File: src/rtl/i2cmbe_pkg.sv
// Package for the I2C master bit engine: phase codes, command codes,
// field widths and the per-phase delay unit table. No dependencies.
`timescale 1ns / 1ps

package i2cmbe_pkg;

    localparam int DIVIDER_BITS = 16;
    localparam int BYTE_BITS    = 8;
    localparam int KIND_BITS    = 3;
    localparam int IN_DATA_W    = 16;
    localparam int OUT_DATA_W   = 16;
    localparam int CFG_ADDR_W   = 1;
    localparam int CFG_DATA_W   = 16;
    localparam int WAIT_BITS    = 8;

    localparam logic [CFG_ADDR_W-1:0] CFG_TICKS_PER_UNIT = 1'b0;
    localparam logic [CFG_ADDR_W-1:0] CFG_ACK_WAIT_LIMIT = 1'b1;

    localparam logic [DIVIDER_BITS-1:0] TICKS_RESET = 16'd8;
    localparam logic [WAIT_BITS-1:0]    WAIT_RESET  = 8'd250;

    localparam logic [KIND_BITS-1:0] KIND_START   = 3'd0;
    localparam logic [KIND_BITS-1:0] KIND_STOP    = 3'd1;
    localparam logic [KIND_BITS-1:0] KIND_SEND    = 3'd2;
    localparam logic [KIND_BITS-1:0] KIND_WAIT    = 3'd3;
    localparam logic [KIND_BITS-1:0] KIND_RECEIVE = 3'd4;

    typedef enum logic [18:0] {
        PH_IDLE = 19'h00001,
        PH_S1   = 19'h00002,
        PH_S2   = 19'h00004,
        PH_P1   = 19'h00008,
        PH_P2   = 19'h00010,
        PH_P3   = 19'h00020,
        PH_T1   = 19'h00040,
        PH_T2   = 19'h00080,
        PH_T3   = 19'h00100,
        PH_A1   = 19'h00200,
        PH_A2   = 19'h00400,
        PH_A3   = 19'h00800,
        PH_D1   = 19'h01000,
        PH_D2   = 19'h02000,
        PH_D3   = 19'h04000,
        PH_R1   = 19'h08000,
        PH_R2   = 19'h10000,
        PH_K1   = 19'h20000,
        PH_K2   = 19'h40000
    } t_phase;

    function automatic logic [1:0] step_units(input t_phase ph);
        logic [1:0] u;
        case (ph)
            PH_S1, PH_S2, PH_P1, PH_P3, PH_T1, PH_T3,
            PH_D3, PH_R1, PH_R2, PH_K1, PH_K2: u = 2'd2;
            PH_P2, PH_T2, PH_A1, PH_A2, PH_D1, PH_D2: u = 2'd1;
            default: u = 2'd0;
        endcase
        return u;
    endfunction

endpackage

File: src/rtl/i2c_master_bit_engine.sv
// I2C master bit engine: one input transfer is one bus tick, one result per tick.
// The result of an input transfer appears in the output register in the cycle after it.
// Throughput: 1 item per cycle while the output side is ready; the output register decouples the two sides.
// Reset (i_rst_n low, synchronous): idle phase, SCL and SDA high and driven,
// counters cleared, ticks_per_unit 8, ack_wait_limit 250, output empty.
`timescale 1ns / 1ps

module i2c_master_bit_engine (
    input  logic                                i_clk,
    input  logic                                i_rst_n,
    input  logic                                i_cfg_we,
    input  logic [i2cmbe_pkg::CFG_ADDR_W-1:0]   i_cfg_addr,
    input  logic [i2cmbe_pkg::CFG_DATA_W-1:0]   i_cfg_wdata,
    input  logic                                s_axis_tvalid,
    output logic                                s_axis_tready,
    // cmd_valid[0], tx_byte[8:1], send_ack[9], sda_sample[10], zero[15:11]
    input  logic [i2cmbe_pkg::IN_DATA_W-1:0]    s_axis_tdata,
    // kind[2:0]
    input  logic [i2cmbe_pkg::KIND_BITS-1:0]    s_axis_tuser,
    output logic                                m_axis_tvalid,
    input  logic                                m_axis_tready,
    // scl_level[0], sda_level[1], sda_enable[2], busy_res[3], done_res[4],
    // rx_byte[12:5], ack_timeout[13], zero[15:14]
    output logic [i2cmbe_pkg::OUT_DATA_W-1:0]   m_axis_tdata
);
    import i2cmbe_pkg::*;

    logic [DIVIDER_BITS-1:0] r_ticks;
    logic [WAIT_BITS-1:0]    r_limit;
    t_phase                  r_phase, n_phase;
    logic [DIVIDER_BITS-1:0] r_div, n_div;
    logic [1:0]              r_cnt, n_cnt;
    logic [2:0]              r_bit, n_bit;
    logic [BYTE_BITS-1:0]    r_shift, n_shift;
    logic [WAIT_BITS-1:0]    r_wait, n_wait;
    logic                    r_ack, n_ack;
    logic                    r_scl, n_scl;
    logic                    r_sda, n_sda;
    logic                    r_en, n_en;
    logic                    r_out_valid;
    logic [OUT_DATA_W-1:0]   r_out_data;

    logic                    accept;
    logic                    cmd_valid, send_ack, sda_in;
    logic [BYTE_BITS-1:0]    tx_byte;
    logic [KIND_BITS-1:0]    kind;
    logic [DIVIDER_BITS-1:0] period;
    logic [DIVIDER_BITS:0]   div_sum;
    logic [2:0]              cnt_sum;
    logic                    done, tmo, rxv;
    logic [OUT_DATA_W-1:0]   result;

    assign cmd_valid = s_axis_tdata[0];
    assign tx_byte   = s_axis_tdata[8:1];
    assign send_ack  = s_axis_tdata[9];
    assign sda_in    = s_axis_tdata[10];
    assign kind      = s_axis_tuser;

    assign s_axis_tready = !r_out_valid || m_axis_tready;
    assign accept        = s_axis_tvalid && s_axis_tready;
    assign m_axis_tvalid = r_out_valid;
    assign m_axis_tdata  = r_out_data;

    assign period  = (r_ticks == '0) ? DIVIDER_BITS'(1) : r_ticks;
    assign div_sum = {1'b0, r_div} + (DIVIDER_BITS+1)'(1);
    assign cnt_sum = {1'b0, r_cnt} + 3'd1;

    always_comb begin
        n_phase = r_phase;
        n_div   = r_div;
        n_cnt   = r_cnt;
        n_bit   = r_bit;
        n_shift = r_shift;
        n_wait  = r_wait;
        n_ack   = r_ack;
        n_scl   = r_scl;
        n_sda   = r_sda;
        n_en    = r_en;
        done    = 1'b0;
        tmo     = 1'b0;
        rxv     = 1'b0;
        case (r_phase)
            PH_IDLE: begin
                if (cmd_valid) begin
                    case (kind)
                        KIND_START: begin
                            n_scl = 1'b1; n_sda = 1'b1; n_en = 1'b1;
                            n_phase = PH_S1; n_div = '0; n_cnt = '0;
                        end
                        KIND_STOP: begin
                            n_scl = 1'b0; n_sda = 1'b0; n_en = 1'b1;
                            n_phase = PH_P1; n_div = '0; n_cnt = '0;
                        end
                        KIND_SEND: begin
                            n_shift = tx_byte;
                            n_bit   = '0;
                            n_scl = 1'b0; n_en = 1'b1;
                            n_phase = PH_D1; n_div = '0; n_cnt = '0;
                        end
                        KIND_WAIT: begin
                            n_wait = '0;
                            n_scl = 1'b0; n_en = 1'b0;
                            n_phase = PH_A1; n_div = '0; n_cnt = '0;
                        end
                        KIND_RECEIVE: begin
                            n_shift = '0;
                            n_bit   = '0;
                            n_ack   = send_ack;
                            n_scl = 1'b0; n_en = 1'b0;
                            n_phase = PH_R1; n_div = '0; n_cnt = '0;
                        end
                        default: ;
                    endcase
                end
            end
            PH_A3: begin
                if (!sda_in) begin
                    n_scl = 1'b0;
                    n_phase = PH_IDLE; n_div = '0; n_cnt = '0;
                    done = 1'b1;
                end else if (r_wait >= r_limit) begin
                    n_scl = 1'b0; n_sda = 1'b0; n_en = 1'b1;
                    n_phase = PH_T1; n_div = '0; n_cnt = '0;
                end else begin
                    n_wait = r_wait + WAIT_BITS'(1);
                end
            end
            default: begin
                if (div_sum >= {1'b0, period}) begin
                    n_div = '0;
                    if (cnt_sum >= {1'b0, step_units(r_phase)}) begin
                        n_cnt = '0;
                        case (r_phase)
                            PH_S1: begin n_sda = 1'b0; n_phase = PH_S2; end
                            PH_S2: begin
                                n_scl = 1'b0; n_phase = PH_IDLE; done = 1'b1;
                            end
                            PH_P1: begin n_scl = 1'b1; n_phase = PH_P2; end
                            PH_P2: begin n_sda = 1'b1; n_phase = PH_P3; end
                            PH_P3: begin n_phase = PH_IDLE; done = 1'b1; end
                            PH_T1: begin n_scl = 1'b1; n_phase = PH_T2; end
                            PH_T2: begin n_sda = 1'b1; n_phase = PH_T3; end
                            PH_T3: begin
                                n_phase = PH_IDLE; done = 1'b1; tmo = 1'b1;
                            end
                            PH_A1: begin n_scl = 1'b1; n_phase = PH_A2; end
                            PH_A2: n_phase = PH_A3;
                            PH_D1: begin
                                n_sda   = r_shift[BYTE_BITS-1];
                                n_shift = {r_shift[BYTE_BITS-2:0], 1'b0};
                                n_phase = PH_D2;
                            end
                            PH_D2: begin n_scl = 1'b1; n_phase = PH_D3; end
                            PH_D3: begin
                                n_scl = 1'b0;
                                if (r_bit == 3'(BYTE_BITS - 1)) begin
                                    n_bit = '0; n_phase = PH_IDLE; done = 1'b1;
                                end else begin
                                    n_bit = r_bit + 3'd1; n_phase = PH_D1;
                                end
                            end
                            PH_R1: begin n_scl = 1'b1; n_phase = PH_R2; end
                            PH_R2: begin
                                n_shift = {r_shift[BYTE_BITS-2:0], sda_in};
                                if (r_bit == 3'(BYTE_BITS - 1)) begin
                                    n_bit = '0;
                                    n_scl = 1'b0; n_sda = !r_ack; n_en = 1'b1;
                                    n_phase = PH_K1;
                                end else begin
                                    n_bit = r_bit + 3'd1;
                                    n_scl = 1'b0;
                                    n_phase = PH_R1;
                                end
                            end
                            PH_K1: begin n_scl = 1'b1; n_phase = PH_K2; end
                            PH_K2: begin
                                n_scl = 1'b0; n_phase = PH_IDLE;
                                done = 1'b1; rxv = 1'b1;
                            end
                            default: n_phase = PH_IDLE;
                        endcase
                    end else begin
                        n_cnt = cnt_sum[1:0];
                    end
                end else begin
                    n_div = div_sum[DIVIDER_BITS-1:0];
                end
            end
        endcase
    end

    always_comb begin
        result        = '0;
        result[0]     = n_scl;
        result[1]     = n_sda;
        result[2]     = n_en;
        result[3]     = (n_phase != PH_IDLE);
        result[4]     = done;
        result[12:5]  = rxv ? n_shift : '0;
        result[13]    = tmo;
    end

    always_ff @(posedge i_clk) begin
        if (!i_rst_n) begin
            r_ticks <= TICKS_RESET;
            r_limit <= WAIT_RESET;
        end else if (i_cfg_we) begin
            case (i_cfg_addr)
                CFG_TICKS_PER_UNIT: r_ticks <= i_cfg_wdata;
                CFG_ACK_WAIT_LIMIT: r_limit <= i_cfg_wdata[WAIT_BITS-1:0];
                default: ;
            endcase
        end
    end

    always_ff @(posedge i_clk) begin
        if (!i_rst_n) begin
            r_phase     <= PH_IDLE;
            r_div       <= '0;
            r_cnt       <= '0;
            r_bit       <= '0;
            r_shift     <= '0;
            r_wait      <= '0;
            r_ack       <= 1'b0;
            r_scl       <= 1'b1;
            r_sda       <= 1'b1;
            r_en        <= 1'b1;
            r_out_valid <= 1'b0;
        end else if (accept) begin
            r_phase     <= n_phase;
            r_div       <= n_div;
            r_cnt       <= n_cnt;
            r_bit       <= n_bit;
            r_shift     <= n_shift;
            r_wait      <= n_wait;
            r_ack       <= n_ack;
            r_scl       <= n_scl;
            r_sda       <= n_sda;
            r_en        <= n_en;
            r_out_valid <= 1'b1;
        end else if (m_axis_tready) begin
            r_out_valid <= 1'b0;
        end
    end

    always_ff @(posedge i_clk) begin
        if (accept) begin
            r_out_data <= result;
        end
    end

endmodule

File: config.mk
export PLATFORM = sky130hd
export DESIGN_NAME = i2c_master_bit_engine
export DESIGN_NICKNAME = d
export VERILOG_FILES = /design/src/rtl/i2cmbe_pkg.sv /design/src/rtl/i2c_master_bit_engine.sv
export SDC_FILE = /design/constraint.sdc
export NUM_CORES = 1
export LEC_CHECK = 0
export ABC_AREA = 1
export ABC_CLOCK_PERIOD_IN_PS = 6800
export BUFFER_PORTS_ARGS = -buffer_cell sky130_fd_sc_hd__buf_2
export CAP_MARGIN = 20
export CORE_UTILIZATION = 35
export DETAILED_ROUTE_END_ITERATION = 16
export RECOVER_POWER = 50
export SYNTH_ARGS = -nofsm -noshare
export SYNTH_HDL_FRONTEND = slang
export SYNTH_SLANG_ARGS = --single-unit
File: constraint.sdc
create_clock -name i_clk -period 6.8 [get_ports i_clk]
set_input_delay 0.68 -clock i_clk [delete_from_list [all_inputs] [get_ports i_clk]]
set_output_delay 0.68 -clock i_clk [all_outputs]
set_load 0.1 [all_outputs]
* Yosys cells after proc, flatten, opt, wreduce, memory -nomap -nowiden
Cells that the tools add are included.
** Word-level totals
- Memories :: 0
- Flip-flop bits (word level) :: 99
- Bits in read-only memories :: 0
- Word-level logic and storage cells :: 176
- Latch bits :: 0
- Bits in writable memories :: 0
- Output and inout port bits :: 18
** Operators by class
- Multipliers :: 0
- Order comparisons :: 3
- Div/mod/pow operators :: 0
- Add/sub/neg operators :: 4
- Bitwise gates (word level) :: 4
- Reductions and logical operators :: 33
- Shifts and indexed selects :: 0
- Muxes and demuxes :: 84
- Eq/ne operators :: 32
** Operator list (count)
- case mux 19 bit (13 select lines) :: 1
- two-way mux 16 bit :: 6
- two-way mux 19 bit :: 5
- case mux 19 bit (5 select lines) :: 1
- case mux 8 bit (2 select lines) :: 4
- two-way mux 8 bit :: 7
- case mux 19 bit (2 select lines) :: 1
- case mux 16 bit (2 select lines) :: 1
- two-way mux 1 bit :: 29
- == test 19 x 1 -> 1 bit, second input constant :: 1
- == test 19 x 10 -> 1 bit, second input constant :: 1
- == test 19 x 11 -> 1 bit, second input constant :: 1
- == test 19 x 12 -> 1 bit, second input constant :: 1
- == test 19 x 13 -> 1 bit, second input constant :: 1
- == test 19 x 14 -> 1 bit, second input constant :: 1
- == test 19 x 15 -> 1 bit, second input constant :: 1
- == test 19 x 16 -> 1 bit, second input constant :: 1
- == test 19 x 17 -> 1 bit, second input constant :: 1
- == test 19 x 18 -> 1 bit, second input constant :: 1
- == test 19 bit, second input constant :: 1
- == test 19 x 2 -> 1 bit, second input constant :: 1
- == test 19 x 3 -> 1 bit, second input constant :: 1
- == test 19 x 4 -> 1 bit, second input constant :: 1
- == test 19 x 5 -> 1 bit, second input constant :: 1
- other kinds (45) :: 90

* Logic depth before layout (Yosys ltp)
- Depth in word-level cells :: 10
- Gate-level depth with buffers :: 26

* Worst setup path before layout
OpenSTA, ideal clock, no wires.
- Path kind :: reg2reg
- Start :: register r_phase[17]
- End :: register r_out_data[3], in the netlist m_axis_tdata[3] (data pin)
- Cell stages (with the launch flop) :: 20
- Required time :: 6.537 ns
- Arrival time :: 3.093 ns
- Period minus slack after synthesis :: 3.356 ns
- Path slack :: 3.444 ns
- Cell sequence :: dfxtp_1 -> inv_1 -> nand2_2 -> nor2_2 -> nand4_1 -> nand2_1 -> or3b_2 -> nor4_1 -> fa_1 -> o211ai_1 -> nand2_1 -> clkbuf_1 -> nor2_1 -> a21oi_1 -> nand2_1 -> o21ai_0 -> nor2_1 -> nand3_1 -> nor2_1 -> nand3_1
** On the way
- Longest elaborated chain between the ends :: 10
- Elaborated cells between the ends (all ways) :: 34
** RTL lines
- start, declared :: line i2c_master_bit_engine.sv:30 : t_phase r_phase, n_phase;
- start signal, assigned :: line i2c_master_bit_engine.sv:230 : r_phase <= n_phase;
- == test 19 x 17 -> 1 bit, or another cell as far along :: line i2cmbe_pkg.sv:52, i2c_master_bit_engine.sv:133
- OR reduction 11 bit or OR reduction 6 bit (tied branches) :: line i2cmbe_pkg.sv:52 : case (ph)
- case mux 2 bit (2 select lines) :: line i2cmbe_pkg.sv:52
- two-way mux 2 bit :: line i2c_master_bit_engine.sv:129 : if (div_sum >= {1'b0, period}) begin
- two-way mux 2 bit :: line i2c_master_bit_engine.sv:82 : case (r_phase)
- greater-or-equal comparator 3 x 2 -> 1 bit :: line i2c_master_bit_engine.sv:131 : if (cnt_sum >= {1'b0, step_units(r_phase)}) begin
- two-way mux 19 bit :: line i2c_master_bit_engine.sv:131
- two-way mux 19 bit :: line i2c_master_bit_engine.sv:129
- case mux 19 bit (2 select lines) (*) :: line i2c_master_bit_engine.sv:82
- inequality test 19 x 1 -> 1 bit (*) :: line i2c_master_bit_engine.sv:197 : result[3] = (n_phase != PH_IDLE);
- via result[3] :: line i2c_master_bit_engine.sv:51 : logic [OUT_DATA_W-1:0] result;
- end signal, assigned :: line i2c_master_bit_engine.sv:248 : r_out_data <= result;
- end, declared :: line i2c_master_bit_engine.sv:41 : logic [OUT_DATA_W-1:0] r_out_data;
Mark *: on every way through the listed nets, which the timed path passes. The rest lies on a longest branch. The select of a mux whose other input is x is not followed.
A chain may end at the register's enable or synchronous reset.

* Worst setup path in the final report
- Start :: register r_phase[14]
- End :: register r_out_data[3], in the netlist m_axis_tdata[3] (data pin)
Same word-level chain as after synthesis.

==> results by group <==
CTS
  • Clock Root Buffer: clkbuf_16
  • Clk buf depth: 2
  • Post-cts resize count: 0
  • Num Clock Sinks: 99
  • Cts hold-fix bufs: 0
  • Cts bufs inserted: 9
  • Post-CTS setup buffer count: 0
  • Worst-path clk slew: approximately 0.070 ns
  • CTS HTree Levels: 3
  • CTS tree: yes
  • Clock Latency Late Sink: ~0.36 ns

STA
  • Final Skew: about 0.0086 ns
  • Setup violators final: 0
  • Fin Setup TNS: 0 ns
  • Tcrit/Tclk final: 69.4%
  • Slew Viols, Final: 80
  • Worst hold margin: between 0.4 and 0.5 ns
  • Min Tclk post-route: 4.72 ns
  • RSZ-0062 raised after global routing: no
  • Hold Violations, Final: 0
  • Setup WS post-layout: 2.08 ns
  • Max frequency: 212 MHz
  • Slew @ Worst Pin: ~1.9 ns
  • Worst relative slew slack: -25.9%

Global routing
  • Largest net degree at the start of global routing: 44
  • Global-route wire length before repair: 25.9 mm
  • Total gr overflow: 0
  • Total track usage: between 10% and 20%
  • Initial antenna violation count: 0
  • Vias in the first global route: 5203

Final layout
  • Nets: 1010
  • Layout overhead on the synthesized area: 9.62%
  • Finished Cell Area: between 7000 and 8000 um^2
  • Diodes inserted: 0
  • Layout cells sized above 1: 10.9%

Drt
  • Initial drt markers: 570
  • Drc violations: 0
  • Total Routed Length: 15.8 mm
  • Via count: 5841
  • Wirelength per Cell: 13.5 um
  • Vias/cell: around 5
  • DRT Pass-1 Iters: 5
  • Final ANT Viol Nets: 0

Critical path
  • CP peak stage delay: 0.76 ns
  • R2r endpoint: m_axis_tdata[3]$_DFFE_PP_
  • Most frequent CP cell: nand2_1
  • CP Capture Type: flip-flop
  • Kind of critical path: flip-flop to flip-flop
  • Worst Setup SP: r_phase[14]$_SDFFE_PN0P_
  • CP cell instances: nor2_2, nand2_2, nor2_4, nand2_1, nor4_1, or3b_2, nor4_1, fa_1, o211ai_1, nand2_1, clkinv_1, nand2_1, o21ai_0, nand2_1, o21ai_0, nor2_1, nand2_1, nor2_1, nand3_1
  • Crit Reg-Reg Startpoint: r_phase[14]$_SDFFE_PN0P_
  • CP arrival: 4.81 ns
  • Max FO, Critical Path: 27
  • Critical path's slowest cell: nand2_1
  • Capture point of the worst path: m_axis_tdata[3]$_DFFE_PP_
  • Reg2Reg Depth: 19
  • Worst R2R Setup Slack: approximately 2.1 ns
  • Crit start category: flip-flop
  • CP required: a little under 7 ns

Synth
  • Commonest cells in the netlist: nand2_1, inv_1, dfxtp_1
  • Count leader, synth: nand2_1
  • Area contributors post-synth: dfxtp_1, nand2_1, inv_1, edfxtp_1, a21oi_1
  • Post-synth ARST share: 0%
  • Seq/Total Area, Yosys: between 30% and 40%
  • Post-synth top area share: approximately a quarter
  • EDFF count, synth: 14
  • Dominant cell type by area after synthesis: dfxtp_1
  • Cells after synthesis: 901
  • Syn Area/Cell: 7.12 um^2
  • Synth Cell Area: 6410 um^2
  • Top_reg_cell synth: dfxtp_1
  • Netlist cell types: 59
  • Synthesis-stage register bit count: 99
  • Synth warn: 0

Floorplanning
  • Die X: 137 um
  • IO Count: just under 60
  • Rows: just under 50
  • Core area: 18000 um^2
  • Starting Density: 35.7%
  • Die Y: 137 um
  • Die footprint: 18900 um^2

Run status
  • Failing checks: capacitance limit, slew limit
  • Run status: finished, violations left

Flow run
  • Max cap viols: 2

Placement
  • Dpl ws: 2.21 ns
  • Final GP Congestion: 0.905
  • Placed cell areas: 6830 um^2
  • Port Buf Inserts: 51
  • Detailed Place HPWL: about 12 mm

Power
  • PD cells: 198 nW/um^2
  • Maximum VDD drop: 105 uV
  • Leak Pwr: ~3.2 nW

Hold path
  • Worst Hold Class: flip-flop to flip-flop
[layout make-up]
type,instances,area (um^2)
Tap cell,229,287
Sequential cell,99,2120
Timing Repair Buffer,54,249
Multi-Input combinational cell,629,3560
Clock buffer,11,233
Inverter,145,551
Fill cell,1916,10900
Clock inverter,5,28.8
[logic make-up after synthesis]
kind of cell / count (synthesis) / share of synthesized area (%)
AOI/OAI and AO/OA: 208 / 18.9
other: 1 / 0.0585
buffers and inverters: 174 / 10.9
and+or+nand+nor: 373 / 28.8
xor gates and xnor gates: 15 / 2.05
adders and majority gates: 31 / 6.17
DFF: 99 / 33.1
[flip-flops by register name, indices dropped and copies added, names as in the netlist, 2 cells and up]
register      count
r_phase          19
r_div            16
r_ticks          16
m_axis_tdata     14
r_limit           8
r_shift           8
r_wait            8
r_bit             3
r_cnt             2
[metal layers]
layer,global-route usage (%),wire length (um)
met1,24.9,8060
met2,27.7,6920
met3,2.69,644
met4,5.25,218
met5,0,0
[worst min-delay path by stage]
stage / startpoint / endpoint / depth (start not counted)
after global placement: r_ack$_SDFFE_PN0P_ / r_ack$_SDFFE_PN0P_ / 2
after detailed placement: r_ack$_SDFFE_PN0P_ / r_ack$_SDFFE_PN0P_ / 2
after CTS: r_ack$_SDFFE_PN0P_ / r_ack$_SDFFE_PN0P_ / 2
after floorplan: r_ack$_SDFFE_PN0P_ / r_ack$_SDFFE_PN0P_ / 2
final: r_ack$_SDFFE_PN0P_ / r_ack$_SDFFE_PN0P_ / 2
after global routing: r_ack$_SDFFE_PN0P_ / r_ack$_SDFFE_PN0P_ / 2
[power breakdown]
part,internal (mW),switching (mW)
Combinational,0.0730,0.194
Sequential,0.624,0.0219
Clock,0.247,0.229
[placed cells by master, fill, tap and decap left out, types with 5 or more instances in the layout]
master       n
nand2_1    148
inv_1      138
dfxtp_1     85
nor2_1      82
a21oi_1     79
o21ai_0     72
nand3_1     48
buf_2       34
ha_1        30
a22oi_1     23
clkbuf_1    21
nor3_1      19
edfxtp_1    14
nor2_2      11
o211ai_1    11
nand4_1     10
xor2_1      10
clkbuf_16    9
nand2_2      8
nor2_4       8
nor4_1       8
nand3b_1     5
xnor2_1      5
[through the flow]
step	utilization, %	power [mW]	instances
detailed placement	38.0	0.927	1156
CTS	39.5	1.41	1172
global placement	38.0	0.925	1156
global route	39.1	1.46	1172
floorplan	-	0.865	902
finish	39.1	1.39	1172
[critical path: cells and delay by family, from the launching register on]
family                   cells  cell delay (ns)
buffers and inverters        1             0.52
flip-flops                   1             0.35
AO/OA/AOI/OAI                3             0.29
adder cells (fa/ha/maj)      1             0.48
AND/OR/NAND/NOR             14             2.80
No activity file was read; power rests on OpenSTA's default activity.
